===== src/rtl/alc_pkg.sv =====
// Shared constants, types and coefficient tables for the ambient light lux calculation.
`timescale 1ns / 1ps

package alc_pkg;

	// Configuration register indexes.
	localparam logic [1:0] CFG_INTEGRATION_MODE = 2'd0;
	localparam logic [1:0] CFG_GAIN_HIGH        = 2'd1;
	localparam logic [1:0] CFG_PACKAGE_CS       = 2'd2;

	// Integration mode codes.
	localparam logic [1:0] MODE_SHORT   = 2'd0;
	localparam logic [1:0] MODE_MEDIUM  = 2'd1;
	localparam logic [1:0] MODE_NOMINAL = 2'd2;

	// Channel scale factors in units of 2^-10.
	localparam int SCALE_W = 19;
	localparam logic [SCALE_W-1:0] SCALE_SHORT   = 19'h07517;
	localparam logic [SCALE_W-1:0] SCALE_MEDIUM  = 19'h00FE7;
	localparam logic [SCALE_W-1:0] SCALE_NOMINAL = 19'h00400;
	localparam int SCALE_SHIFT = 10;
	localparam int GAIN_SHIFT  = 4;

	// Datapath widths.
	localparam int SUM_W   = 17;
	localparam int CH_W    = 22;
	localparam int NUM_W   = 32;
	localparam int COEF_W  = 10;
	localparam int PROD_W  = 32;
	localparam int LUX_W   = 17;
	localparam int SEG_N   = 8;
	localparam int SEG_W   = 3;
	localparam int RATIO_SHIFT = 9;
	localparam int LUX_SHIFT   = 14;
	localparam logic [LUX_W-1:0] LUX_MAX = 17'h1FFFF;

	// One divider stage per quotient bit.
	localparam int DIV_STAGES = NUM_W;

	// Data that rides along with the divider pipeline.
	typedef struct packed {
		logic [CH_W-1:0] ch1;
	} div_tag_t;

	// Segment upper breakpoints of the rounded ratio; the last segment has none.
	function automatic logic [COEF_W-1:0] seg_break(input logic pkg, input logic [SEG_W-1:0] idx);
		logic [COEF_W-1:0] r;
		case ({pkg, idx})
			4'h0: r = 10'h040;
			4'h1: r = 10'h080;
			4'h2: r = 10'h0C0;
			4'h3: r = 10'h100;
			4'h4: r = 10'h138;
			4'h5: r = 10'h19A;
			4'h6: r = 10'h29A;
			4'h8: r = 10'h043;
			4'h9: r = 10'h085;
			4'hA: r = 10'h0C8;
			4'hB: r = 10'h10A;
			4'hC: r = 10'h14D;
			4'hD: r = 10'h19A;
			4'hE: r = 10'h29A;
			default: r = '0;
		endcase
		return r;
	endfunction

	// Segment offsets applied to channel0.
	function automatic logic [COEF_W-1:0] seg_offset(input logic pkg, input logic [SEG_W-1:0] idx);
		logic [COEF_W-1:0] r;
		case ({pkg, idx})
			4'h0: r = 10'h1F2;
			4'h1: r = 10'h214;
			4'h2: r = 10'h23F;
			4'h3: r = 10'h270;
			4'h4: r = 10'h16F;
			4'h5: r = 10'h0D2;
			4'h6: r = 10'h018;
			4'h8: r = 10'h204;
			4'h9: r = 10'h228;
			4'hA: r = 10'h253;
			4'hB: r = 10'h282;
			4'hC: r = 10'h177;
			4'hD: r = 10'h101;
			4'hE: r = 10'h037;
			default: r = '0;
		endcase
		return r;
	endfunction

	// Segment slopes applied to channel1.
	function automatic logic [COEF_W-1:0] seg_slope(input logic pkg, input logic [SEG_W-1:0] idx);
		logic [COEF_W-1:0] r;
		case ({pkg, idx})
			4'h0: r = 10'h1BE;
			4'h1: r = 10'h2D1;
			4'h2: r = 10'h37B;
			4'h3: r = 10'h3FE;
			4'h4: r = 10'h1FC;
			4'h5: r = 10'h0FB;
			4'h6: r = 10'h012;
			4'h8: r = 10'h1AD;
			4'h9: r = 10'h2C1;
			4'hA: r = 10'h363;
			4'hB: r = 10'h3DF;
			4'hC: r = 10'h1DD;
			4'hD: r = 10'h127;
			4'hE: r = 10'h02B;
			default: r = '0;
		endcase
		return r;
	endfunction

endpackage


===== src/rtl/alc_div.sv =====
// Pipelined restoring divider, one quotient bit per stage, with a side tag.
`timescale 1ns / 1ps

module alc_div (
	input  logic                                clk,
	input  logic                                arst_n,
	input  logic                                en,
	input  logic                                in_vld,
	input  logic [alc_pkg::NUM_W-1:0]           num,
	input  logic [alc_pkg::CH_W-1:0]            den,
	input  alc_pkg::div_tag_t                   tag_in,
	output logic                                out_vld,
	output logic [alc_pkg::NUM_W-1:0]           quot,
	output logic [alc_pkg::CH_W-1:0]            den_out,
	output alc_pkg::div_tag_t                   tag_out
);

	localparam int N = alc_pkg::DIV_STAGES;
	localparam int NW = alc_pkg::NUM_W;
	localparam int DW = alc_pkg::CH_W;

	// Each stage holds the partial remainder and a word that shifts numerator
	// bits out at the top while quotient bits enter at the bottom.
	logic              v_s   [N];
	logic [NW-1:0]     nq_s  [N];
	logic [DW-1:0]     rem_s [N];
	logic [DW-1:0]     den_s [N];
	alc_pkg::div_tag_t tag_s [N];

	for (genvar k = 0; k < N; k++) begin : g_stage
		logic              v_prev;
		logic [NW-1:0]     nq_prev;
		logic [DW-1:0]     rem_prev;
		logic [DW-1:0]     den_prev;
		alc_pkg::div_tag_t tag_prev;
		logic [DW:0]       trial;
		logic [DW:0]       diff;
		logic              ge;

		if (k == 0) begin : g_first
			assign v_prev   = in_vld;
			assign nq_prev  = num;
			assign rem_prev = '0;
			assign den_prev = den;
			assign tag_prev = tag_in;
		end else begin : g_next
			assign v_prev   = v_s[k-1];
			assign nq_prev  = nq_s[k-1];
			assign rem_prev = rem_s[k-1];
			assign den_prev = den_s[k-1];
			assign tag_prev = tag_s[k-1];
		end

		// Bring down the next numerator bit and try a subtraction.
		always_comb begin
			trial = {rem_prev, nq_prev[NW-1]};
			diff  = trial - {1'b0, den_prev};
			ge    = (trial >= {1'b0, den_prev});
		end

		always_ff @(posedge clk or negedge arst_n) begin
			if (!arst_n) begin
				v_s[k] <= 1'b0;
			end else if (en) begin
				v_s[k] <= v_prev;
			end
		end

		always_ff @(posedge clk) begin
			if (en) begin
				nq_s[k]  <= {nq_prev[NW-2:0], ge};
				rem_s[k] <= ge ? diff[DW-1:0] : trial[DW-1:0];
				den_s[k] <= den_prev;
				tag_s[k] <= tag_prev;
			end
		end
	end

	assign out_vld = v_s[N-1];
	assign quot    = nq_s[N-1];
	assign den_out = den_s[N-1];
	assign tag_out = tag_s[N-1];

	// The final remainder must be below a nonzero divisor.
	a_rem_below_den: assert property (@(posedge clk) disable iff (!arst_n)
		(v_s[N-1] && den_s[N-1] != '0) |-> (rem_s[N-1] < den_s[N-1]))
		else $error("divider remainder not below divisor");

endmodule


===== config.mk =====
export PLATFORM = sky130hd
export DESIGN_NAME = alc_div
export DESIGN_NICKNAME = d
export VERILOG_FILES = /design/src/rtl/alc_pkg.sv /design/src/rtl/alc_div.sv
export SDC_FILE = /design/constraint.sdc
export NUM_CORES = 2
export LEC_CHECK = 0
export BUFFER_PORTS_ARGS = -buffer_cell sky130_fd_sc_hd__buf_2
export CAP_MARGIN = 30
export CORE_MARGIN = 4
export CORE_UTILIZATION = 40
export CTS_CLUSTER_DIAMETER = 120
export DETAILED_ROUTE_END_ITERATION = 12
export PLACE_DENSITY = 0.58
export SLEW_MARGIN = 15
export SYNTH_ARGS = -nofsm -noshare
export SYNTH_HDL_FRONTEND = slang
export SYNTH_SLANG_ARGS = --single-unit
export TNS_END_PERCENT = 1

===== constraint.sdc =====
create_clock -name clk -period 4 [get_ports clk]
set_input_delay 0.8 -clock clk [delete_from_list [all_inputs] [get_ports clk]]
set_output_delay 0.8 -clock clk [all_outputs]
set_load 0.005 [all_outputs]

==> metrics.txt <==
I/O pin cnt 157; Buf/Inv on CP 1; core area 334000 sq um; Crit path depth 12; CTS Sinks 3146; die width 588 microns; Worst Slack Setup Final 232 ps; IO Port Bufs 156; Critical Path End Type flip-flop; post-layout min period 3770 ps; clk_skew 39.2 ps; Placer Congestion 0.865; crit path DAT 4410 ps; worst r2r src rem_s[0][134]$_DFFE_PP_; critical path's slowest cell edfxtp_1; Synth Warn # 0; Post-synth top flop edfxtp_1; Worst Setup Start Kind flip-flop; Die Height 588 microns; asr flop ratio synth 1.02%; most common cell in the netlist edfxtp_1; DR vias 72000; Reg2Reg Depth 12; Reg2Reg Setup Slack 230 ps; Post-Route WL 256000 microns; initial antenna violation count 6; grt ovf 0; CP Data Required Time 4640 ps; # Post-CTS Setup Buffers 0; top cells by count, synth edfxtp_1, inv_1, ha_1, a21oi_1, nand2_1; register area share after synthesis 70.1%; H-tree depth 5; Hold Path Class input port to flip-flop; Lkg Pwr 0.0592 uW; Critical R2R Capture rem_s[0][164]$_DFFE_PP_; Antenna Violating Nets Remaining 0; first-pass GRT wire length 406000 microns; Fin. Hold Viols 0; layout cells sized above 1 12.3%; clk_lat worst skew 920 ps; DRT Pass-1 Iters 6; Max Cap Viol 0; syn nets 9884; largest net degree at the start of global routing 145; clk slew on worst S/H paths 60 ps; Bufs on Longest Clock Path 4; TNS Setup 0 ps; DRC Markers 0; Synth area leaders edfxtp_1, ha_1, inv_1, mux2_2, a21oi_1; Peak VDD IR 339 uV; Final setup viols 0; Final Cycle Share 94.2%; Synth area leader edfxtp_1; cell family with most CP delay compound AO/OA/AOI/OAI gates; hold worst-path end den_s[0][21]$_DFFE_PP_; crit path kind flip-flop to flip-flop; unrepaired setup endpoints after global routing no; Layout area overhead 14.8%; f_max 265 MHz; Num CTS Buffers 347; relative slew slack 32.9%; pre-CTS WS 108 ps; crit-path most repeated cell a21oi_2; hold path startpoint den[21]; clk root buf clkbuf_16; Core Rows 212; initial drt markers 5016; # nets final 10500; vias in the first global route 72900; hold depth 1; hold_ws 114 ps; crit-path cells ha_1 > and2_1 > a22o_1 > a311oi_2 > o31ai_2 > a21oi_2 > a31oi_2 > a21oi_2 > o21ai_1 > a211o_1 > buf_4 > mux2_1; full die area 346000 sq um; syn avg cell area 14.8 sq um; post-synthesis register bit count 3146; Final HPWL DP 176000 microns; starting density of the core 40.3%; status completed; DR vias/cell 5.01; number of flops mapped to enable cells by yosys 3114; Post-Synthesis Cells 9090; CTS tree done; CP max stage delay 430 ps; PD cells 749 nW/um^2; Final Core Density 46.2%; share of the synthesized area in the top cell type 69.5%; GRT Resource Usage Total 14.5%; Netlist cell types 93; mapped cell area 135000 sq um; Crit Path Max Fanout 22; Worst Tran Pin Value 998 ps; wire per inst 17.8 microns; max-slew violation count 0
## cells in the final DEF, fill, tap and decap left out, types with 289 or more instances in the layout
cell / count
inv_1: 885
nor2_1: 402
mux2_2: 289
ha_1: 684
a21oi_1: 646
clkbuf_16: 351
o21ai_0: 425
nand2_1: 448
xnor2_1: 338
edfxtp_1: 3114
## layer usage
metal / track usage, % / up-vias / part of all wire, %
met2: 24.3 / 1304 / 48
met4: 4.00 / 0 / 2.6
met3: 2.26 / 425 / 4.1
li1: - / 35100 / -
met5: 0 / - / 0
met1: 19.6 / 35100 / 45
## where the power goes
group / switching, uW / leakage, uW / internal, uW
Clock: 13200 / 0.00559 / 18800
Combinational: 19900 / 0.0227 / 16400
Sequential: 3220 / 0.0308 / 44200
Total: 36400 / 0.0592 / 79400
## metrics by stage
stage	cells	area, sq um	power, uW
3_3_place_gp	13700	142000	83700
6_report	14400	154000	116000
3_5_place_dp	13700	142000	84300
2_1_floorplan	9090	135000	73900
5_1_grt	14400	154000	123000
4_1_cts	14400	154000	117000
## worst max path at each step
stage / start / endpoint / slack, ps
after floorplan: nq_s[0][31]$_DFFE_PP_ / rem_s[0][40]$_DFFE_PP_ / 710
after global placement: rem_s[0][198]$_DFFE_PP_ / rem_s[0][221]$_DFFE_PP_ / 100
after detailed placement: rem_s[0][134]$_DFFE_PP_ / rem_s[0][161]$_DFFE_PP_ / 110
after CTS: rem_s[0][134]$_DFFE_PP_ / rem_s[0][164]$_DFFE_PP_ / 80
after global routing: nq_s[0][319]$_DFFE_PP_ / rem_s[0][240]$_DFFE_PP_ / 10
final: rem_s[0][134]$_DFFE_PP_ / rem_s[0][164]$_DFFE_PP_ / 230
## kinds of logic (layout without fill, tap and decap cells)
logic type	after synthesis	in the layout	synth area share, %
buf+inv	1020	1916	2.93
xor+xnor	558	558	3.63
compound gates	1905	1905	8.88
simple gates	1424	1424	4.97
mux	323	323	2.70
fa+ha+maj	714	714	6.81
other cells	0	1	0
flops	3146	3146	70.1
## final cells by class
type                    count  area (sq um)
inverters                 888          3330
multi-input cells        4924         36400
clock inverters           232          2570
clock buffers             400          8970
well taps                4387          5490
fillers                 29200        180000
repair buffers            396          3400
flip-flops and latches   3146         94300
diodes                      1          2.50
## timing repair
action                                 CTS  global route
hold buffers                            73             0
setup endpoints to repair                0            24
gates resized for setup                  0             5
endpoints found under the hold margin  104             0
## worst register-to-register path, stage by stage (launching register included)
cell and delay (ps):
edfxtp_1 430, ha_1 390, and2_1 210, a22o_1 190, a311oi_2 400, o31ai_2 180
a21oi_2 190, a31oi_2 190, a21oi_2 250, o21ai_1 120, a211o_1 330, buf_4 240
mux2_1 390
## flip-flops by register name, indices dropped and copies added (netlist names)
name            count
g_stage.v_prev     31
out_vld             1
den_s             704
nq_s             1024
tag_s             704
rem_s             682
Note: power is estimated with default switching activity, not from simulation.
